`src/sv/dhte_pkg.sv`:
```
// shared types and constants of the double hash table engine
package dhte_pkg;

  // table geometry
  localparam int TABLE_SIZE = 13;
  localparam int IDX_W      = $clog2(TABLE_SIZE);

  // record and result field widths
  localparam int KEY_W    = 31;
  localparam int AGE_W    = 8;
  localparam int SAL_W    = 32;
  localparam int SLOT_W   = 4;
  localparam int STATUS_W = 3;
  localparam int ENTRY_W  = KEY_W + AGE_W + SAL_W;

  // stream packing
  localparam int IN_DATA_W  = ((ENTRY_W + 7) / 8) * 8;
  localparam int OUT_BITS   = SLOT_W + AGE_W + SAL_W;
  localparam int OUT_DATA_W = ((OUT_BITS + 7) / 8) * 8;

  // remainder units: quotient by reciprocal multiply, ceil(2^s / d), exact for any key
  localparam int HASH_STEPS  = 1;
  localparam int HCNT_W      = $clog2(HASH_STEPS + 1);
  localparam int RCP_W       = KEY_W + 1;
  localparam int RCP_SHIFT_N = KEY_W + $clog2(TABLE_SIZE);
  localparam int RCP_SHIFT_M = KEY_W + $clog2(TABLE_SIZE - 1);
  localparam logic [RCP_W-1:0] RCP_N =
    RCP_W'(((64'd1 << RCP_SHIFT_N) + 64'(TABLE_SIZE - 1)) / 64'(TABLE_SIZE));
  localparam logic [RCP_W-1:0] RCP_M =
    RCP_W'(((64'd1 << RCP_SHIFT_M) + 64'(TABLE_SIZE - 2)) / 64'(TABLE_SIZE - 1));
  localparam logic [IDX_W-1:0] N_LOW = IDX_W'(TABLE_SIZE);
  localparam logic [IDX_W-1:0] M_LOW = IDX_W'(TABLE_SIZE - 1);

  localparam logic [IDX_W:0]    TBL_N      = (IDX_W + 1)'(TABLE_SIZE);
  localparam logic [IDX_W-1:0]  LAST_PROBE = IDX_W'(TABLE_SIZE - 1);
  localparam logic [HCNT_W-1:0] HASH_LAST  = HCNT_W'(HASH_STEPS);

  typedef enum logic {
    OP_INSERT = 1'b0,
    OP_LOOKUP = 1'b1
  } op_e;

  typedef enum logic [STATUS_W-1:0] {
    ST_INSERTED  = 3'd0,
    ST_DUPLICATE = 3'd1,
    ST_FULL      = 3'd2,
    ST_FOUND     = 3'd3,
    ST_NOT_FOUND = 3'd4
  } status_e;

  // controller to datapath
  typedef struct packed {
    logic    load;
    logic    hash_step;
    logic    probe_init;
    logic    advance;
    logic    write;
    logic    emit;
    status_e status;
  } dhte_cmd_t;

  // datapath to controller
  typedef struct packed {
    op_e  op;
    logic hash_done;
    logic slot_valid;
    logic key_match;
    logic last_probe;
    logic out_busy;
  } dhte_sts_t;

endpackage

```
`src/sv/dhte_ram.sv`:
```
// generic single write port, single read port ram with registered read
module dhte_ram #(
  parameter int WIDTH = 8,
  parameter int DEPTH = 16
) (
  input  logic                     clk_i,
  input  logic                     we_i,
  input  logic [$clog2(DEPTH)-1:0] waddr_i,
  input  logic [WIDTH-1:0]         wdata_i,
  input  logic [$clog2(DEPTH)-1:0] raddr_i,
  output logic [WIDTH-1:0]         rdata_o
);

  logic [WIDTH-1:0] mem_q [DEPTH];
  logic [WIDTH-1:0] rdata_q;

  // write port
  always_ff @(posedge clk_i) begin
    if (we_i) begin
      mem_q[waddr_i] <= wdata_i;
    end
  end

  // registered read port
  always_ff @(posedge clk_i) begin
    rdata_q <= mem_q[raddr_i];
  end

  assign rdata_o = rdata_q;

endmodule

```
`src/sv/dhte_ctrl.sv`:
```
// controller state machine: hashing, probe walk and result hand-off
module dhte_ctrl import dhte_pkg::*; (
  input  logic      clk_i,
  input  logic      rst_ni,
  input  logic      s_tvalid_i,
  output logic      s_tready_o,
  input  dhte_sts_t sts_i,
  output dhte_cmd_t cmd_o
);

  typedef enum logic [2:0] {
    S_IDLE,
    S_HASH,
    S_PROBE,
    S_CHECK,
    S_FINISH
  } state_e;

  state_e  state_q, state_d;
  status_e res_q, res_d;

  // next state and commands
  always_comb begin
    state_d = state_q;
    res_d   = res_q;
    cmd_o   = '{status: res_q, default: 1'b0};
    case (state_q)
      S_IDLE: begin
        if (s_tvalid_i) begin
          cmd_o.load = 1'b1;
          state_d    = S_HASH;
        end
      end
      S_HASH: begin
        if (sts_i.hash_done) begin
          cmd_o.probe_init = 1'b1;
          state_d          = S_PROBE;
        end else begin
          cmd_o.hash_step = 1'b1;
        end
      end
      S_PROBE: begin
        if (!sts_i.slot_valid) begin
          // free slot ends the walk
          if (sts_i.op == OP_INSERT) begin
            cmd_o.write = 1'b1;
            res_d       = ST_INSERTED;
          end else begin
            res_d = ST_NOT_FOUND;
          end
          state_d = S_FINISH;
        end else begin
          state_d = S_CHECK;
        end
      end
      S_CHECK: begin
        if (sts_i.key_match) begin
          res_d   = (sts_i.op == OP_INSERT) ? ST_DUPLICATE : ST_FOUND;
          state_d = S_FINISH;
        end else if (sts_i.last_probe) begin
          res_d   = (sts_i.op == OP_INSERT) ? ST_FULL : ST_NOT_FOUND;
          state_d = S_FINISH;
        end else begin
          cmd_o.advance = 1'b1;
          state_d       = S_PROBE;
        end
      end
      S_FINISH: begin
        if (!sts_i.out_busy) begin
          cmd_o.emit = 1'b1;
          state_d    = S_IDLE;
        end
      end
      default: begin
        state_d = S_IDLE;
      end
    endcase
  end

  assign s_tready_o = (state_q == S_IDLE);

  // state and result code
  always_ff @(posedge clk_i or negedge rst_ni) begin
    if (!rst_ni) begin
      state_q <= S_IDLE;
      res_q   <= ST_INSERTED;
    end else begin
      state_q <= state_d;
      res_q   <= res_d;
    end
  end

  // a result never overwrites one that is still waiting
  assert property (@(posedge clk_i) disable iff (!rst_ni)
    cmd_o.emit |-> !sts_i.out_busy)
    else $error("result emitted over a pending result");

  // only inserts write the table
  assert property (@(posedge clk_i) disable iff (!rst_ni)
    cmd_o.write |-> sts_i.op == OP_INSERT)
    else $error("table written by a lookup");

  // the walk never steps past the last probe
  assert property (@(posedge clk_i) disable iff (!rst_ni)
    cmd_o.advance |-> !sts_i.last_probe)
    else $error("probe walk ran past the table size");

endmodule

```
`src/sv/dhte_dp.sv`:
```
// datapath: input capture, remainder units, probe index, slot store and result register
module dhte_dp import dhte_pkg::*; (
  input  logic                clk_i,
  input  logic                rst_ni,
  input  dhte_cmd_t           cmd_i,
  output dhte_sts_t           sts_o,
  input  op_e                 in_op_i,
  input  logic [KEY_W-1:0]    in_key_i,
  input  logic [AGE_W-1:0]    in_age_i,
  input  logic [SAL_W-1:0]    in_sal_i,
  input  logic                m_tready_i,
  output logic                out_valid_o,
  output status_e             out_status_o,
  output logic [SLOT_W-1:0]   out_slot_o,
  output logic [AGE_W-1:0]    out_age_o,
  output logic [SAL_W-1:0]    out_sal_o
);

  // captured item
  op_e              op_q;
  logic [KEY_W-1:0] key_q;
  logic [AGE_W-1:0] age_q;
  logic [SAL_W-1:0] sal_q;

  // remainder units
  logic [HCNT_W-1:0]        hcnt_q;
  logic [KEY_W+RCP_W-1:0]   prod_n, prod_m;
  logic [IDX_W-1:0]         qn_q, qm_q;
  logic [IDX_W-1:0]         r1, r2;

  // probe walk
  logic [IDX_W-1:0] idx_q, step_q, cnt_q;
  logic [IDX_W:0]   sum;
  logic [IDX_W-1:0] idx_next;

  // slot store
  logic [TABLE_SIZE-1:0] valid_q;
  logic [ENTRY_W-1:0]    rdata;
  logic [KEY_W-1:0]      rd_key;
  logic [AGE_W-1:0]      rd_age;
  logic [SAL_W-1:0]      rd_sal;

  // result register
  logic              out_valid_q;
  status_e           out_status_q;
  logic [SLOT_W-1:0] out_slot_q;
  logic [AGE_W-1:0]  out_age_q;
  logic [SAL_W-1:0]  out_sal_q;

  // quotients of key / N and key / (N-1) by reciprocal multiply
  assign prod_n = {{RCP_W{1'b0}}, key_q} * {{KEY_W{1'b0}}, RCP_N};
  assign prod_m = {{RCP_W{1'b0}}, key_q} * {{KEY_W{1'b0}}, RCP_M};

  // remainders fit in IDX_W bits, so only the low quotient bits are needed
  assign r1 = key_q[IDX_W-1:0] - qn_q * N_LOW;
  assign r2 = key_q[IDX_W-1:0] - qm_q * M_LOW;

  // capture item and keep the low quotient bits
  always_ff @(posedge clk_i) begin
    if (cmd_i.load) begin
      op_q  <= in_op_i;
      key_q <= in_key_i;
      age_q <= in_age_i;
      sal_q <= in_sal_i;
    end else if (cmd_i.hash_step) begin
      qn_q <= prod_n[RCP_SHIFT_N +: IDX_W];
      qm_q <= prod_m[RCP_SHIFT_M +: IDX_W];
    end
  end

  always_ff @(posedge clk_i or negedge rst_ni) begin
    if (!rst_ni) begin
      hcnt_q <= '0;
    end else if (cmd_i.load) begin
      hcnt_q <= '0;
    end else if (cmd_i.hash_step) begin
      hcnt_q <= hcnt_q + 1'b1;
    end
  end

  // next probe: (idx + step) mod N, both below N
  always_comb begin
    sum = {1'b0, idx_q} + {1'b0, step_q};
    if (sum >= TBL_N) begin
      sum = sum - TBL_N;
    end
    idx_next = sum[IDX_W-1:0];
  end

  always_ff @(posedge clk_i or negedge rst_ni) begin
    if (!rst_ni) begin
      idx_q  <= '0;
      step_q <= '0;
      cnt_q  <= '0;
    end else if (cmd_i.probe_init) begin
      idx_q  <= r1;
      step_q <= r2 + 1'b1;
      cnt_q  <= '0;
    end else if (cmd_i.advance) begin
      idx_q <= idx_next;
      cnt_q <= cnt_q + 1'b1;
    end
  end

  // valid marks, cleared at reset
  always_ff @(posedge clk_i or negedge rst_ni) begin
    if (!rst_ni) begin
      valid_q <= '0;
    end else if (cmd_i.write) begin
      valid_q[idx_q] <= 1'b1;
    end
  end

  // record store, read continuously at the current probe
  dhte_ram #(
    .WIDTH (ENTRY_W),
    .DEPTH (TABLE_SIZE)
  ) u_ram (
    .clk_i   (clk_i),
    .we_i    (cmd_i.write),
    .waddr_i (idx_q),
    .wdata_i ({sal_q, age_q, key_q}),
    .raddr_i (idx_q),
    .rdata_o (rdata)
  );

  assign rd_key = rdata[KEY_W-1:0];
  assign rd_age = rdata[KEY_W +: AGE_W];
  assign rd_sal = rdata[KEY_W+AGE_W +: SAL_W];

  // status to the controller
  assign sts_o.op         = op_q;
  assign sts_o.hash_done  = (hcnt_q == HASH_LAST);
  assign sts_o.slot_valid = valid_q[idx_q];
  assign sts_o.key_match  = (rd_key == key_q);
  assign sts_o.last_probe = (cnt_q == LAST_PROBE);
  assign sts_o.out_busy   = out_valid_q & ~m_tready_i;

  // result register
  always_ff @(posedge clk_i or negedge rst_ni) begin
    if (!rst_ni) begin
      out_valid_q <= 1'b0;
    end else if (cmd_i.emit) begin
      out_valid_q <= 1'b1;
    end else if (m_tready_i) begin
      out_valid_q <= 1'b0;
    end
  end

  always_ff @(posedge clk_i) begin
    if (cmd_i.emit) begin
      out_status_q <= cmd_i.status;
      out_slot_q   <= (cmd_i.status inside {ST_INSERTED, ST_FOUND}) ? SLOT_W'(idx_q) : '0;
      out_age_q    <= (cmd_i.status == ST_FOUND) ? rd_age : '0;
      out_sal_q    <= (cmd_i.status == ST_FOUND) ? rd_sal : '0;
    end
  end

  assign out_valid_o  = out_valid_q;
  assign out_status_o = out_status_q;
  assign out_slot_o   = out_slot_q;
  assign out_age_o    = out_age_q;
  assign out_sal_o    = out_sal_q;

  // an insert only ever fills a free slot
  assert property (@(posedge clk_i) disable iff (!rst_ni)
    cmd_i.write |-> !valid_q[idx_q])
    else $error("insert into an occupied slot");

  // the probe index stays inside the table
  assert property (@(posedge clk_i) disable iff (!rst_ni)
    idx_q < TBL_N)
    else $error("probe index out of range");

  // a found record comes from a valid slot
  assert property (@(posedge clk_i) disable iff (!rst_ni)
    (cmd_i.emit && cmd_i.status == ST_FOUND) |-> valid_q[idx_q])
    else $error("found result from an empty slot");

endmodule

```
`src/sv/double_hash_table_engine.sv`:
```
// top level of the double hash table engine: stream ports, controller and datapath
//
// channel   dir   tdata (lsb first)                     tuser
// s_axis    in    key[30:0], age[38:31], salary[70:39]  operation (0 insert, 1 lookup)
// m_axis    out   slot[3:0], age[11:4], salary[43:12]   status[2:0]
//
// an item goes from acceptance through the reciprocal multiplies, then forming both hashes,
// then per probe a slot state and a check state for the registered read of the record store,
// with no check state when the walk ends on a free slot, for 1 to TABLE_SIZE probes, then
// issue of the result, which waits while the previous result is still held
// reset empties the table at once through per-slot valid marks, no clearing pass
// the next item is taken while a result waits; it stalls only at its own result
module double_hash_table_engine import dhte_pkg::*; (
  input  logic                  clk_i,
  input  logic                  rst_ni,
  input  logic                  s_axis_tvalid_i,
  output logic                  s_axis_tready_o,
  input  logic [IN_DATA_W-1:0]  s_axis_tdata_i,   // key, age, salary_bits, zero pad
  input  logic                  s_axis_tuser_i,   // operation
  output logic                  m_axis_tvalid_o,
  input  logic                  m_axis_tready_i,
  output logic [OUT_DATA_W-1:0] m_axis_tdata_o,   // slot, found_age, found_salary_bits, pad
  output logic [STATUS_W-1:0]   m_axis_tuser_o    // status
);

  dhte_cmd_t         cmd;
  dhte_sts_t         sts;
  status_e           out_status;
  logic [SLOT_W-1:0] out_slot;
  logic [AGE_W-1:0]  out_age;
  logic [SAL_W-1:0]  out_sal;

  // sequencing
  dhte_ctrl u_ctrl (
    .clk_i      (clk_i),
    .rst_ni     (rst_ni),
    .s_tvalid_i (s_axis_tvalid_i),
    .s_tready_o (s_axis_tready_o),
    .sts_i      (sts),
    .cmd_o      (cmd)
  );

  // table and arithmetic
  dhte_dp u_dp (
    .clk_i        (clk_i),
    .rst_ni       (rst_ni),
    .cmd_i        (cmd),
    .sts_o        (sts),
    .in_op_i      (op_e'(s_axis_tuser_i)),
    .in_key_i     (s_axis_tdata_i[KEY_W-1:0]),
    .in_age_i     (s_axis_tdata_i[KEY_W +: AGE_W]),
    .in_sal_i     (s_axis_tdata_i[KEY_W+AGE_W +: SAL_W]),
    .m_tready_i   (m_axis_tready_i),
    .out_valid_o  (m_axis_tvalid_o),
    .out_status_o (out_status),
    .out_slot_o   (out_slot),
    .out_age_o    (out_age),
    .out_sal_o    (out_sal)
  );

  // result packing
  assign m_axis_tdata_o = OUT_DATA_W'({out_sal, out_age, out_slot});
  assign m_axis_tuser_o = out_status;

endmodule

```
`config.mk`:
```
export PLATFORM = sky130hd
export DESIGN_NAME = double_hash_table_engine
export DESIGN_NICKNAME = d
export VERILOG_FILES = /design/src/sv/dhte_pkg.sv /design/src/sv/dhte_ram.sv /design/src/sv/dhte_ctrl.sv /design/src/sv/dhte_dp.sv /design/src/sv/double_hash_table_engine.sv
export SDC_FILE = /design/constraint.sdc
export NUM_CORES = 2
export LEC_CHECK = 0
export BUFFER_PORTS_ARGS = -buffer_cell sky130_fd_sc_hd__buf_2
export CAP_MARGIN = 25
export CORE_AREA = 2 2 268 375
export DETAILED_ROUTE_END_ITERATION = 12
export DIE_AREA = 0 0 270 377
export GPL_ROUTABILITY_DRIVEN = 0
export PLACE_DENSITY = 0.76
export RECOVER_POWER = 100
export SETUP_SLACK_MARGIN = 0.02
export SYNTH_ARGS = -nofsm -noshare
export SYNTH_HDL_FRONTEND = slang
export SYNTH_SLANG_ARGS = --single-unit
```
`constraint.sdc`:
```
create_clock -name clk_i -period 20.5 [get_ports clk_i]
set_clock_uncertainty 0.05 [all_clocks]
set_input_delay 1.025 -clock clk_i [delete_from_list [all_inputs] [get_ports clk_i]]
set_output_delay 1.025 -clock clk_i [all_outputs]
set_load 0.005 [all_outputs]
```
==> results.yml <==
worst_hold_path:
  holdPathStages: 1
  hold_path_class: "reg2reg"
worst_setup_path:
  cp_max_fo: 168
  required_ns: 21.09
  crit_arrival_ns: 12.41
  startpoint_type: "flip-flop"
  crit_top_cell: "mux4_2"
  worst_path_max_delay_cell: "clkbuf_1"
  cp_cell_sequence: "clkbuf_1 -> mux4_2 -> mux4_2"
  cp_slowest_stage_delay_ns: 7.45
  worstSetupEndpointType: "flip-flop"
  crit_type: "reg2reg"
  r2r_cells: 3
sta:
  hold_viol: 0
  relSlewSlack: -6.00
  rsz0062_at_grt: "no"
  finalWorstSetupSlack_ns: 8.68
  drv_slew: 1964
  tightest_slew_ns: 10.50
  fin_tns_setup_ns: 0
  max_freq_mhz: 84.6
  fin_crit_ns: 11.82
  setup_viol: 0
  fin_crit_sh: 0.576
clocking:
  htreeDepth: 3
  numCtsBuffers: 104
  clkSlewWorstSetupHoldPaths_ns: 0.07
  cts_hold_buffers: 0
  cts_resized: 0
  clockBufferDepth: 3
  cts_num_sinks: 1152
  cts_tree: "built"
  clock_latency_ns: 0.72
  cts_root_buf: "clkbuf_16"
  cts_setup_buffers: 0
detailed_routing:
  ant_nets: 0
  drtIter0Drc: 2487
  vias_per_cell: 5.88
  drc: 0
  dr.pass1.iters: 5
  drt_wl_total_mm: 131
  vias: 29200
  avgRoutedWirePerCell_um: 26.4
global_routing:
  grt_overflow_total: 0
  gr-usage-all-layers: 0.267
  grt_start_max_net_pins: 169
  antenna_found_initial: 0
  grt_pass1_wl_mm: 199
  grt_pass1_vias: 32700
placement:
  portBuffers: 124
  dp_hpwl_mm: 82.3
  dp_slack_ns: 12.16
floorplan:
  die_w_um: 270
  dieArea_um2: 102000
  row_count: 136
  start_util: 0.597
  boundaryPins: 130
  die-height_um: 377
  coreArea_um2: 98200
synth:
  synthCells: 3361
  ys_ff_latch: 1152
  synth_flop_cell: "edfxtp_1"
  yosysWarnings: 0
  synthArstFlopShare: 0.0286
  synth_edf_count: 1048
  synthDistinctLibCells: 57
  synth_area_um2: 58600
  syn_avg_cell_area_um2: 17.4
  yosysSeqAreaShare: 0.575
finish:
  antenna_cells: 0
  nets: 4439
  syn_to_final_growth_pct: 9.62
  layout-drive-gt1-share: 0.150
outcome:
  violations: "capacitance limit, slew limit"
  status: "finished, violations left"
run:
  maxCapViolCount: 53
[cell usage in the layout (no fill, tap or decap), drive strengths merged, types with 4 or more instances in the layout]
cell type / synthesis / final
nand4: 24 / 24
edfxtp: 1048 / 1048
inv: 610 / 617
nand2b: 9 / 9
ha: 385 / 385
nand3: 13 / 13
clkinv: 0 / 37
fa: 410 / 410
buf: 35 / 84
a21oi: 35 / 35
conb: 1 / 4
a21o: 17 / 17
nor2: 40 / 40
and3: 12 / 12
xor2: 11 / 11
mux4: 287 / 287
or2: 13 / 13
clkinvlp: 0 / 7
nor2b: 6 / 6
clkbuf: 47 / 232
a211oi: 10 / 10
o21ai: 27 / 27
and2: 46 / 46
nor4: 4 / 4
a31oi: 6 / 6
xnor2: 78 / 78
nor3: 9 / 9
dfxtp: 71 / 71
nand2: 37 / 37
dfrtp: 33 / 33
o211ai: 6 / 6
bufinv: 0 / 8
[final cells by class]
class	instances	area, µm²
flip-flops and latches	1152	33700
fillers	6664	33900
multi-input cells	1520	22300
repair buffers	179	802
well taps	1311	1640
clock inverters	59	669
clock buffers	137	2860
inverters	610	2290
[sequential cells by signal, indices dropped and copies added (netlist names), 8 cells and up]
register and count:
u_dp.out_sal_o 32, u_dp.key_q 31, u_dp.u_ram.rdata_o 71, u_dp.age_q 8
u_dp.out_age_o 8, u_dp.valid_q 13, u_dp.u_ram.mem_q 923, u_dp.sal_q 32
[per-layer routing]
layer  wire (µm)  part of all wire  global-route usage
met5           0                 0                   0
met4        5880             0.045               0.113
met3        6110             0.047              0.0300
met2       72700              0.55               0.497
met1       46400              0.35               0.315
[metrics by stage]
stage / instances / util / cell area, µm² / hold WS [ns]
floorplan: 3364 / - / 58600 / 0.378
global placement: 4769 / 0.622 / 61100 / 0.391
detailed placement: 4770 / 0.622 / 61100 / 0.396
CTS: 4966 / 0.658 / 64600 / 0.324
global route: 4968 / 0.655 / 64300 / 0.402
finish: 4968 / 0.655 / 64300 / 0.414
[cells by family after synthesis]
group,share of synthesized area
other,0.0000640
AO/OA/AOI/OAI,0.0136
adder cells (fa/ha/maj),0.222
XOR/XNOR,0.0133
multiplexers,0.111
flip-flops,0.575
AND/OR/NAND/NOR,0.0202
buffers and inverters,0.0451
[cells in the mapped netlist (11+ instances only)]
library cell  number  area share
nand4_1           24      0.0026
dfrtp_1           33       0.014
xnor2_1           78       0.012
mux4_2           287        0.11
inv_1            610       0.039
xor2_1            11      0.0016
nand2_1           37      0.0024
edfxtp_1        1048        0.54
buf_2             14      0.0012
nor2_1            40      0.0026
nand3_1           13      0.0011
and3_1            12      0.0013
fa_1             410        0.14
ha_1             385       0.082
buf_1             15     0.00096
a21oi_1           34      0.0029
clkbuf_1          47      0.0030
o21ai_0           27      0.0023
and2_1            46      0.0049
dfxtp_1           71       0.024
a21o_1            17      0.0022
[critical path: cells and delay by family, from the launching register on]
| family | cells | cell delay (ns) |
|---|---|---|
| DFF | 1 | 2.21 |
| buffers and inverters | 1 | 7.45 |
| muxes | 2 | 1.83 |
[final timing paths]
kind                                                    from                        endpoint  slack [ns]
max in group asynchronous                             rst_ni       u_dp.idx_q[1]$_DFFE_PN0P_       18.66
min in group asynchronous                             rst_ni   u_ctrl.state_q[2]$_DFFE_PN0P_        0.74
worst min-delay path            u_dp.valid_q[10]$_DFFE_PN0P_    u_dp.valid_q[10]$_DFFE_PN0P_        0.41
worst min register to register  u_dp.valid_q[10]$_DFFE_PN0P_    u_dp.valid_q[10]$_DFFE_PN0P_        0.41
worst max-delay path               u_dp.idx_q[1]$_DFFE_PN0P_  u_dp.u_ram.rdata_o[33]$_DFF_P_        8.68
worst max register to register     u_dp.idx_q[1]$_DFFE_PN0P_  u_dp.u_ram.rdata_o[33]$_DFF_P_        8.68
Power is not shown: default switching activity piles up to over one toggle a cycle in this logic, so the estimate is an artifact.
